`config.mk`:
```
export PLATFORM = sky130hd
export DESIGN_NAME = write_throttle_credit_accounting_unit
export DESIGN_NICKNAME = d
export VERILOG_FILES = /design/src/hw/rtl/wtca_pkg.sv /design/src/hw/rtl/wtca_ctrl.sv /design/src/hw/rtl/wtca_dp.sv /design/src/hw/rtl/write_throttle_credit_accounting_unit.sv
export SDC_FILE = /design/constraint.sdc
export NUM_CORES = 2
export LEC_CHECK = 0
export BUFFER_PORTS_ARGS = -buffer_cell sky130_fd_sc_hd__buf_4
export CORE_AREA = 2 2 486 488
export DETAILED_ROUTE_END_ITERATION = 8
export DIE_AREA = 0 0 488 490
export PLACE_DENSITY = 0.47
export SETUP_SLACK_MARGIN = 0.15
export SLEW_MARGIN = 20
export SYNTH_ARGS = -nofsm -noshare
export SYNTH_HDL_FRONTEND = slang
export SYNTH_HIERARCHICAL = 1
export SYNTH_SLANG_ARGS = --single-unit
export TNS_END_PERCENT = 1
```
`constraint.sdc`:
```
create_clock -name clk_i -period 15.6 [get_ports clk_i]
set_input_delay 4.68 -clock clk_i [delete_from_list [all_inputs] [get_ports clk_i]]
set_output_delay 4.68 -clock clk_i [all_outputs]
set_load 0.05 [all_outputs]
```
`src/hw/rtl/wtca_pkg.sv`:
```
// Shared types and constants of the write throttle credit accounting unit.
// Holds the request codes, register indexes, state encoding and the
// command and status structs between the controller and the datapath.
`timescale 1ns / 1ps
`default_nettype none

package wtca_pkg;

  localparam int unsigned AMT_W = 48;
  localparam int unsigned CNT_W = 64;
  localparam int unsigned CFG_IDX_W = 2;
  localparam logic [AMT_W-1:0] MINIMUM_RESET = 48'd33554432;

  typedef enum logic [1:0] {
    REQ_RESERVE  = 2'd0,
    REQ_RELEASE  = 2'd1,
    REQ_SCHEDULE = 2'd2,
    REQ_PRESSURE = 2'd3
  } wtca_req_e;

  typedef enum logic [CFG_IDX_W-1:0] {
    REG_THROTTLE_OFF   = 2'd0,
    REG_LIMIT_OVERRIDE = 2'd1,
    REG_LIMIT_MINIMUM  = 2'd2,
    REG_UNUSED         = 2'd3
  } wtca_reg_e;

  typedef enum logic [6:0] {
    S_IDLE   = 7'b0000001,
    S_LOAD   = 7'b0000010,
    S_CALC   = 7'b0000100,
    S_UPDATE = 7'b0001000,
    S_SUM    = 7'b0010000,
    S_LIMIT  = 7'b0100000,
    S_DONE   = 7'b1000000
  } wtca_state_e;

  typedef struct packed {
    logic latch;
    logic load;
    logic calc;
    logic update;
    logic sum_step;
    logic apply_limit;
    logic out_load;
  } wtca_cmd_t;

  typedef struct packed {
    logic is_pressure;
    logic at_minimum;
    logic sum_last;
  } wtca_stat_t;

endpackage

`default_nettype wire

```
`src/hw/rtl/wtca_ctrl.sv`:
```
// Sequencer of the write throttle credit accounting unit.
// Steps one request through load, compute, update or sweep; uses wtca_pkg.
`timescale 1ns / 1ps
`default_nettype none

module wtca_ctrl
  import wtca_pkg::*;
(
  input  wire logic       clk_i,
  input  wire logic       rst_ni,
  input  wire logic       in_valid_i,
  output logic            in_ready_o,
  output logic            out_valid_o,
  input  wire logic       out_ready_i,
  input  wire wtca_stat_t stat_i,
  output wtca_cmd_t       cmd_o
);

  wtca_state_e state_q, state_d;
  logic        out_valid_q, out_valid_d;
  logic        out_free;

  assign out_free    = !out_valid_q || out_ready_i;
  assign in_ready_o  = (state_q == S_IDLE);
  assign out_valid_o = out_valid_q;

  always_comb begin
    state_d = state_q;
    cmd_o   = '0;
    unique case (state_q)
      S_IDLE: begin
        if (in_valid_i) begin
          cmd_o.latch = 1'b1;
          state_d     = S_LOAD;
        end
      end
      S_LOAD: begin
        cmd_o.load = 1'b1;
        if (!stat_i.is_pressure) begin
          state_d = S_CALC;
        end else if (stat_i.at_minimum) begin
          state_d = S_DONE;
        end else begin
          state_d = S_SUM;
        end
      end
      S_CALC: begin
        cmd_o.calc = 1'b1;
        state_d    = S_UPDATE;
      end
      S_UPDATE: begin
        cmd_o.update = 1'b1;
        state_d      = S_DONE;
      end
      S_SUM: begin
        cmd_o.sum_step = 1'b1;
        if (stat_i.sum_last) begin
          state_d = S_LIMIT;
        end
      end
      S_LIMIT: begin
        cmd_o.apply_limit = 1'b1;
        state_d           = S_DONE;
      end
      S_DONE: begin
        if (out_free) begin
          cmd_o.out_load = 1'b1;
          state_d        = S_IDLE;
        end
      end
      default: begin
        state_d = S_IDLE;
      end
    endcase
  end

  always_comb begin
    out_valid_d = out_valid_q;
    if (cmd_o.out_load) begin
      out_valid_d = 1'b1;
    end else if (out_ready_i) begin
      out_valid_d = 1'b0;
    end
  end

  always_ff @(posedge clk_i or negedge rst_ni) begin
    if (!rst_ni) begin
      state_q     <= S_IDLE;
      out_valid_q <= 1'b0;
    end else begin
      state_q     <= state_d;
      out_valid_q <= out_valid_d;
    end
  end

endmodule

`default_nettype wire

```
`src/hw/rtl/wtca_dp.sv`:
```
// Datapath of the write throttle credit accounting unit: configuration
// registers, per-slot counters, adaptive limit and result registers.
// Driven by commands from wtca_ctrl; uses wtca_pkg.
`timescale 1ns / 1ps
`default_nettype none

module wtca_dp
  import wtca_pkg::*;
#(
  parameter int unsigned SLOTS = 4
) (
  input  wire logic                 clk_i,
  input  wire logic                 rst_ni,
  input  wire logic                 cfg_we_i,
  input  wire logic [CFG_IDX_W-1:0] cfg_index_i,
  input  wire logic [AMT_W-1:0]     cfg_data_i,
  input  wire logic [1:0]           req_type_i,
  input  wire logic [1:0]           group_slot_i,
  input  wire logic [AMT_W-1:0]     amount_i,
  input  wire wtca_cmd_t            cmd_i,
  output wtca_stat_t                stat_o,
  output logic                      refused_o,
  output logic                      delay_tick_o,
  output logic [AMT_W-1:0]          current_limit_o
);

  localparam int unsigned SW = $clog2(SLOTS);
  localparam int unsigned IW = SW + 1;
  localparam logic [IW-1:0] SWEEP_LAST = IW'(2 * SLOTS - 1);

  function automatic logic [CNT_W-1:0] sat_add(logic [CNT_W-1:0] a, logic [CNT_W-1:0] b);
    logic [CNT_W:0] s;
    s = {1'b0, a} + {1'b0, b};
    return s[CNT_W] ? {CNT_W{1'b1}} : s[CNT_W-1:0];
  endfunction

  logic             throttle_off_q;
  logic [AMT_W-1:0] override_q;
  logic [AMT_W-1:0] minimum_q;
  logic [AMT_W-1:0] adaptive_q;

  logic [CNT_W-1:0] res_mem [SLOTS];
  logic [CNT_W-1:0] sch_mem [SLOTS];

  wtca_req_e        type_q;
  logic [SW-1:0]    slot_q;
  logic [AMT_W-1:0] amount_q;
  logic [CNT_W-1:0] res_q, sch_q, usage_q, total_q;
  logic [AMT_W-1:0] lim_q, lim78_q;
  logic [IW-1:0]    idx_q;
  logic             refused_q, delay_q;
  logic             out_refused_q, out_delay_q;
  logic [AMT_W-1:0] out_limit_q;

  logic [2:0]       slot_mod;
  logic [SW-1:0]    rd_slot;
  logic [CNT_W-1:0] rd_res, rd_sch, sweep_val;
  logic [CNT_W-1:0] res_plus, res_minus, sch_plus;
  logic             check_on, refuse, delay;
  logic [CNT_W-3:0] quarter;
  logic [AMT_W-1:0] lim_new;

  always_comb begin
    slot_mod = {1'b0, group_slot_i};
    if (SLOTS < 4 && int'(slot_mod) >= SLOTS) begin
      slot_mod = slot_mod - 3'(SLOTS);
    end
    if (SLOTS < 4 && int'(slot_mod) >= SLOTS) begin
      slot_mod = slot_mod - 3'(SLOTS);
    end
  end

  assign rd_slot   = cmd_i.sum_step ? idx_q[IW-1:1] : slot_q;
  assign rd_res    = res_mem[rd_slot];
  assign rd_sch    = sch_mem[rd_slot];
  assign sweep_val = idx_q[0] ? rd_res : rd_sch;

  assign res_plus  = sat_add(res_q, {{(CNT_W-AMT_W){1'b0}}, amount_q});
  assign res_minus = (res_q > {{(CNT_W-AMT_W){1'b0}}, amount_q}) ?
                     res_q - {{(CNT_W-AMT_W){1'b0}}, amount_q} : '0;
  assign sch_plus  = sat_add(sch_q, {{(CNT_W-AMT_W){1'b0}}, amount_q});

  assign check_on = (lim_q != '0) && (usage_q != '0);
  assign refuse   = check_on && (usage_q > {{(CNT_W-AMT_W){1'b0}}, lim_q});
  assign delay    = check_on && (usage_q > {{(CNT_W-AMT_W){1'b0}}, lim78_q});

  always_comb begin
    quarter = total_q[CNT_W-1:2];
    if ({{(CNT_W-2-AMT_W){1'b0}}, adaptive_q} < quarter) begin
      lim_new = adaptive_q;
    end else begin
      lim_new = quarter[AMT_W-1:0];
    end
    if (lim_new < minimum_q) begin
      lim_new = minimum_q;
    end
  end

  assign stat_o.is_pressure = (type_q == REQ_PRESSURE);
  assign stat_o.at_minimum  = (adaptive_q == minimum_q);
  assign stat_o.sum_last    = (idx_q == SWEEP_LAST);

  always_ff @(posedge clk_i or negedge rst_ni) begin
    if (!rst_ni) begin
      throttle_off_q <= 1'b0;
      override_q     <= '0;
      minimum_q      <= MINIMUM_RESET;
      adaptive_q     <= MINIMUM_RESET;
      for (int i = 0; i < SLOTS; i++) begin
        res_mem[i] <= '0;
        sch_mem[i] <= '0;
      end
    end else begin
      if (cfg_we_i) begin
        unique case (wtca_reg_e'(cfg_index_i))
          REG_THROTTLE_OFF:   throttle_off_q <= cfg_data_i[0];
          REG_LIMIT_OVERRIDE: override_q     <= cfg_data_i;
          REG_LIMIT_MINIMUM:  minimum_q      <= cfg_data_i;
          default: begin
          end
        endcase
      end
      if (cmd_i.apply_limit) begin
        adaptive_q <= lim_new;
      end
      if (cmd_i.update) begin
        unique case (type_q)
          REQ_RESERVE: begin
            if (throttle_off_q || !refuse) begin
              res_mem[slot_q] <= res_plus;
            end
          end
          REQ_RELEASE: begin
            res_mem[slot_q] <= res_minus;
          end
          REQ_SCHEDULE: begin
            if (amount_q != '0) begin
              sch_mem[slot_q] <= sch_plus;
            end
          end
          default: begin
          end
        endcase
      end
    end
  end

  always_ff @(posedge clk_i) begin
    if (cmd_i.latch) begin
      type_q    <= wtca_req_e'(req_type_i);
      slot_q    <= SW'(slot_mod);
      amount_q  <= amount_i;
      refused_q <= 1'b0;
      delay_q   <= 1'b0;
    end
    if (cmd_i.load) begin
      res_q   <= rd_res;
      sch_q   <= rd_sch;
      lim_q   <= (override_q != '0) ? override_q : adaptive_q;
      idx_q   <= '0;
      total_q <= '0;
    end
    if (cmd_i.calc) begin
      usage_q <= sat_add(sch_q, {1'b0, res_q[CNT_W-1:1]});
      lim78_q <= lim_q - {3'b000, lim_q[AMT_W-1:3]};
    end
    if (cmd_i.update && type_q == REQ_RESERVE && !throttle_off_q) begin
      refused_q <= refuse;
      delay_q   <= !refuse && delay;
    end
    if (cmd_i.sum_step) begin
      total_q <= sat_add(total_q, sweep_val);
      idx_q   <= idx_q + 1'b1;
    end
    if (cmd_i.out_load) begin
      out_refused_q <= refused_q;
      out_delay_q   <= delay_q;
      out_limit_q   <= adaptive_q;
    end
  end

  assign refused_o       = out_refused_q;
  assign delay_tick_o    = out_delay_q;
  assign current_limit_o = out_limit_q;

endmodule

`default_nettype wire

```
`src/hw/rtl/write_throttle_credit_accounting_unit.sv`:
```
// Top level of the write throttle credit accounting unit.
// Joins the sequencer wtca_ctrl and the datapath wtca_dp; uses wtca_pkg.
//
// Requests enter on the s_axis group: tuser carries the request type and
// the group slot, tdata the byte amount. Each request returns one result
// on the m_axis group: tuser carries the refused and delay flags, tdata
// the adaptive write limit after the request. Configuration writes use
// the cfg channel (index 0 throttle off, 1 limit override, 2 limit
// minimum) and are always taken.
// One request is handled at a time by the sequencer. Reserve, release and
// schedule requests read the slot counters, form the usage and write back.
// Memory pressure sweeps all counters through one saturating adder, one
// counter a cycle, then sets the new limit; it skips the sweep when the
// limit already sits at its minimum.
// Reset clears all slot counters and sets the adaptive limit and the limit
// minimum to 33554432. A stalled receiver holds the result in the output
// register; the next request is still taken and, once done, waits in the
// sequencer until the output register frees.
`timescale 1ns / 1ps
`default_nettype none

module write_throttle_credit_accounting_unit
  import wtca_pkg::*;
#(
  parameter int unsigned SLOTS = 4
) (
  input  wire logic                 clk_i,
  input  wire logic                 rst_ni,
  input  wire logic                 s_axis_tvalid,
  output logic                      s_axis_tready,
  input  wire logic [47:0]          s_axis_tdata,  // amount[47:0]
  input  wire logic [3:0]           s_axis_tuser,  // req_type[1:0], group_slot[3:2]
  output logic                      m_axis_tvalid,
  input  wire logic                 m_axis_tready,
  output logic [47:0]               m_axis_tdata,  // current_limit[47:0]
  output logic [1:0]                m_axis_tuser,  // refused[0], delay_tick[1]
  input  wire logic                 cfg_valid_i,
  output logic                      cfg_ready_o,
  input  wire logic [CFG_IDX_W-1:0] cfg_index_i,
  input  wire logic [AMT_W-1:0]     cfg_data_i
);

  wtca_cmd_t  cmd;
  wtca_stat_t stat;
  logic       refused, delay_tick;

  assign cfg_ready_o = 1'b1;

  wtca_ctrl u_ctrl (
    .clk_i       (clk_i),
    .rst_ni      (rst_ni),
    .in_valid_i  (s_axis_tvalid),
    .in_ready_o  (s_axis_tready),
    .out_valid_o (m_axis_tvalid),
    .out_ready_i (m_axis_tready),
    .stat_i      (stat),
    .cmd_o       (cmd)
  );

  wtca_dp #(
    .SLOTS (SLOTS)
  ) u_dp (
    .clk_i           (clk_i),
    .rst_ni          (rst_ni),
    .cfg_we_i        (cfg_valid_i),
    .cfg_index_i     (cfg_index_i),
    .cfg_data_i      (cfg_data_i),
    .req_type_i      (s_axis_tuser[1:0]),
    .group_slot_i    (s_axis_tuser[3:2]),
    .amount_i        (s_axis_tdata),
    .cmd_i           (cmd),
    .stat_o          (stat),
    .refused_o       (refused),
    .delay_tick_o    (delay_tick),
    .current_limit_o (m_axis_tdata)
  );

  assign m_axis_tuser = {delay_tick, refused};

endmodule

`default_nettype wire
```
After elaboration in Yosys (flattened, before gate mapping):

Index checks and enable logic that the tools add are counted.

* register bits: 1124
* bits in latches: 0
* RAM bits: 0
* ROM bits: 0
* input bits: 107
* logic and storage cells: 139
* memories: 0

* add/sub/neg operators: 7
* multiply operators: 0
* div/mod/pow operators: 0
* magnitude comparators: 8
* equal/unequal tests: 18
* shifts and indexed selects: 0
* muxes and demuxes: 46
* bitwise operators: 2
* reduce and logical (&&, ||, !) cells: 29

Operators by type and width (number)
* $bwmux 256: 3
* $mux 64: 12
* $pmux 256 s2: 1
* $bmux 64 s2: 2
* $mux 256: 1
* $gt 64x48->1: 3
* $mux 48: 3
* $reduce_bool 48->1: 3
* $add 64x48->65: 2
* $demux 64 s2: 1
* $add 64x63->65: 1
* $add 64x64->65: 1
* $reduce_bool 64->1: 1
* $sub 64x48->64: 1
* $lt 48x62->1: 1
* $eq 48x48->1: 1
* $lt 48x48->1: 1
* $sub 48x45->48: 1
* $pmux 7 s6: 1
* $mux 7: 5
* $mux 1: 14
* $reduce_and 3->1: 3
* $reduce_bool 2->1: 4
* $eq 7x1->1 const B: 1
* 23 further kinds: 43

Depth between registers and ports, before layout:

* word-level depth: 11
* depth in mapped cells: 26
* depth with buffers taken out: 23

Hierarchy:

Netlist, hierarchy kept.

By module, submodules not included
* wtca_dp: instances 1, cells an instance 6868, area an instance 69327.7 sq um, sequential area each 30226.5 sq um
* wtca_ctrl: instances 1, cells an instance 45, area an instance 479.2 sq um, sequential area each 201.4 sq um
* write_throttle_credit_accounting_unit: instances 1, cells an instance 4, area an instance 26.3 sq um, sequential area each 0.0 sq um

Worst setup path before layout:

No wires, ideal clock.

* path kind: register to register
* start point: register u_ctrl.state_q[3]
* end point: register u_dp.lim78_q[0], enable pin
* data arrival time: 12486 ps
* setup slack: 2216 ps
* stages on the path, launching flop included: 3
* buffers on the path: 0
* cells stage by stage: dfrtp_1 or4_4 nor4b_1

RTL lines
* start: declaration: RTL line wtca_ctrl.sv:19 `wtca_state_e state_q, state_d;`
* start signal: assignment: RTL line wtca_ctrl.sv:91 `state_q <= state_d;`
* end signal: assignment: RTL line wtca_dp.sv:165 `lim78_q <= lim_q - {3'b000, lim_q[AMT_W-1:3]};`
* end: declaration: RTL line wtca_dp.sv:49 `logic [AMT_W-1:0] lim_q, lim78_q;`

==> impl_results.md <==
- Leak: 34.98 nW
- Layout Cells excl Fill: 10.22k
- Starting Density: between 20% and 30%
- Final wirelength: between 200,000 and 300,000 um
- DP Worst Slack: ~7 ns
- Top cells by count, synth: dfrtp_1, nand2_1, o21ai_0, ha_1, edfxtp_1
- Yosys reg bits: roughly 1.1k
- DRT Pass-1 Iters: 6
- Root Buffer: clkbuf_16
- Crit path arrival time: about 9.1 ns
- Post-Synthesis Cells: approximately 6.9k
- Post-CTS Setup Inserts: 0
- Slew Limit Fails: 0
- Clock period minus worst slack: 8.537 ns
- Die Ht: 490 um
- Syn Nets: 7,538
- Async set or reset register ratio after synthesis: roughly 59%
- Cts hold-fix bufs: 0
- Overall fraction of global-route tracks in use: about 22%
- Max transition margin: 23.85%
- Crit path max-delay family: compound AO/OA/AOI/OAI gates
- Share of cells above drive strength 1: between 10% and 20%
- Register area share after synthesis: between 40 and 50%
- Top post-synthesis cells by area: dfrtp_1, edfxtp_1, ha_1
- Post-CTS Resized: 0
- DR DRC count: 0
- CP endpoint kind: register
- Primary FF master, synth: dfrtp_1
- Clock latency on the worst-skew pair: 0.82 ns
- Routed len/inst: around 26 um
- Clk pin slew, worst setup/hold paths: ~0.06 ns
- VDD IR max: between 100 and 150 uV
- Crit-path max FO: 63
- Setup ws final: 7.063 ns
- Syn_area_per_cell: between 10 and 15 um2
- Hold crit path type: reg2reg
- HPWL Detailed: approximately 200,000 um
- Buffers on Ports: around 160
- CTS tree: built
- FP Rows: ~180
- CTS Buf Count: 137
- Initial antenna violation count: 15
- I/O pins: 160
- Die area: roughly 240,000 um2
- RSZ-0062 raised after global routing: no
- Final Power: 11.90 mW
- Fillers: roughly 24k
- Vias/cell: approximately 5.5
- TNS Setup: 0 ns
- Gate power share: approximately 37%
- Endpoints failing setup: 0
- CTS Buffer Depth: 3
- Dpl cells: about 10k
- Sw frac: between 30% and 40%
- Critical path type: reg2reg
- Placed Area: approximately 74,000 um2
- Flop pwr share: around a third
- Status: finished, final reports clean
- Pwr per Cell Area: ~150 nW/um2
- CP Buf/Inv Count: 3
- CP max stage cell: o31ai_1
- Layout Skew: roughly 0.049 ns
- Die X: ~490 um
- CP cell instances: nor3_1, nand4b_1, inv_2, mux2i_4, buf_12, buf_4, mux4_2, mux2_2, ha_1, o21ai_0, o21ai_0, nand3_1, a21boi_0, a311oi_1, o31a_1, o311a_1, o31ai_1, a21boi_0, xnor2_1, a21o_1
- Count leader, synth: dfrtp_1
- Internal Power: around 7.2 mW
- Psw: 4.736 mW
- DRT iter0 DRCs: ~5.1k
- Crit start category: register
- Area grow syn2layout: 13.38%
- H-tree Lvls: 4
- Maxcap violations: 0
- Post-synth EDFFs: 459
- Largest net degree at the start of global routing: about 140
- WP data required: about 16 ns
- Final Cell Area: a little under 80,000 um2
- First-pass GRT wire length: roughly 380,000 um
- Netlist cell types: between 100 and 150
- GR Overflow Total: 0
- Final nets: roughly 7.6k
- Vias: about 56k
- Core area: around 230,000 um2
- Largest area contributor in the netlist: dfrtp_1
- Worst slew pin tran: between 1 and 1.5 ns
- Final critical-path share of the clock period: a little over half
- Final ANT Viol Nets: 0
- Area fraction of the dominant cell type after synthesis: 23.72%
- Clk sinks: between 1k and 1.5k
- Area of the mapped netlist: between 60,000 and 70,000 um2
- Vias in the first global route: ~54k
- Final Wtd Congestion: between 0.9 and 1
- Crit-path max cell delay: 0.82 ns
- Final hold violations: 0
- YS warnings: 6
- Clock share of power: between 20% and 30%
- Maximum clock rate: 117.1 MHz
==> metrics by stage <==
| stage | utilization [%] | hold WS (ns) |
|---|---|---|
| finish | 33.83 | 0.4729 |
| global route | 33.82 | 0.4959 |
| CTS | 33.80 | 0.4782 |
| detailed placement | 31.78 | 0.4653 |
| global placement | 31.77 | 0.4564 |
| floorplan | - | 0.4003 |
==> path summary, 6_finish.rpt <==
| kind | start | to | slack [ns] | cells after the start |
|---|---|---|---|---|
| max | u_ctrl/state_q[2] | u_dp/total_q[53] | 7.06 | 20 |
| min | u_dp/sch_mem[232] | u_dp/sch_mem[232] | 0.47 | 2 |
| max reg2reg | u_ctrl/state_q[2] | u_dp/total_q[53] | 7.06 | 20 |
| min reg2reg | u_dp/sch_mem[232] | u_dp/sch_mem[232] | 0.47 | 2 |
| max in group asynchronous | rst_ni | u_dp/minimum_q[6] | 9.02 | 4 |
| min in group asynchronous | rst_ni | u_dp/res_mem[49] | 3.88 | 1 |
==> state kept, by name, summed over array words and instances (netlist names), 2 cells and up <==
| register | count |
|---|---|
| u_dp/amount_q | 48 |
| u_dp/sch_q | 64 |
| u_dp/total_q | 64 |
| u_dp/current_limit_o | 48 |
| u_dp/usage_q | 64 |
| u_dp/idx_q | 3 |
| u_dp/res_mem | 256 |
| u_dp/sch_mem | 256 |
| u_dp/type_q | 2 |
| u_dp/lim_q | 48 |
| u_dp/slot_q | 2 |
| u_dp/adaptive_q | 48 |
| u_dp/res_q | 64 |
| u_dp/lim78_q | 48 |
| u_dp/minimum_q | 48 |
| u_dp/override_q | 48 |
| u_ctrl/state_q | 7 |
==> layer usage <==
layer | vias up | part of all wire, % | GRT usage (%)
met2 | 1721 | 47 | 35.20
met1 | 28360 | 45 | 29.85
met5 | - | 0.011 | 0
met4 | 4 | 2.9 | 6.122
li1 | 25610 | - | -
met3 | 330 | 4.9 | 2.565
==> power by group through the flow <==
stage               Combinational [mW]  Sequential (mW)  Clock (mW)
finish                            4.38             4.18        3.34
CTS                               4.34             4.18        3.43
floorplan                         2.95             3.92           0
detailed placement                4.31             4.23           0
global placement                  4.28             4.23           0
global route                      4.77             4.21        3.55
==> cell type report <==
class	instances	area, um2	share of cell area [%]
clock inverters	54	626.9	0.7917
diodes	3	7.507	0.009481
multi-input cells	5036	36690	46.34
flip-flops and latches	1124	30430	38.43
well taps	3150	3941	4.978
inverters	414	1554	1.963
repair buffers	234	1822	2.301
clock buffers	201	4111	5.193
==> logic make-up (layout without fill, tap and decap cells) <==
logic type               count (synthesis)  in the layout  share of synthesized area [%]
XOR/XNOR                               263            263                          3.299
other                                    1              4                       0.005370
multiplexers                           437            437                          9.095
buffers and inverters                  757            903                          4.200
adder cells (fa/ha/maj)                514            514                          9.274
flip-flops                            1124           1124                          43.57
AND/OR/NAND/NOR                       1855           1855                          12.60
AO/OA/AOI/OAI                         1966           1966                          17.96
==> worst reg2reg max path: stages (launching register included) <==
cell,delay [ns]
dfrtp_1,0.47
nor3_1,0.43
nand4b_1,0.22
inv_2,0.45
mux2i_4,0.34
buf_12,0.43
buf_4,0.68
mux4_2,0.68
mux2_2,0.30
ha_1,0.36
o21ai_0,0.15
o21ai_0,0.66
nand3_1,0.30
a21boi_0,0.40
a311oi_1,0.20
o31a_1,0.39
o311a_1,0.41
o31ai_1,0.82
a21boi_0,0.25
xnor2_1,0.20
a21o_1,0.17
==> placed cells by master, fill, tap and decap left out, drive strengths merged, types with 234 or more instances in the layout <==
cell type  instances
a21o             318
a21oi            445
buf              234
dfrtp            662
edfxtp           459
ha               508
inv              418
mux2             300
nand2            625
nor2             457
o21ai            557
Note: power is estimated with default switching activity, not from simulation.
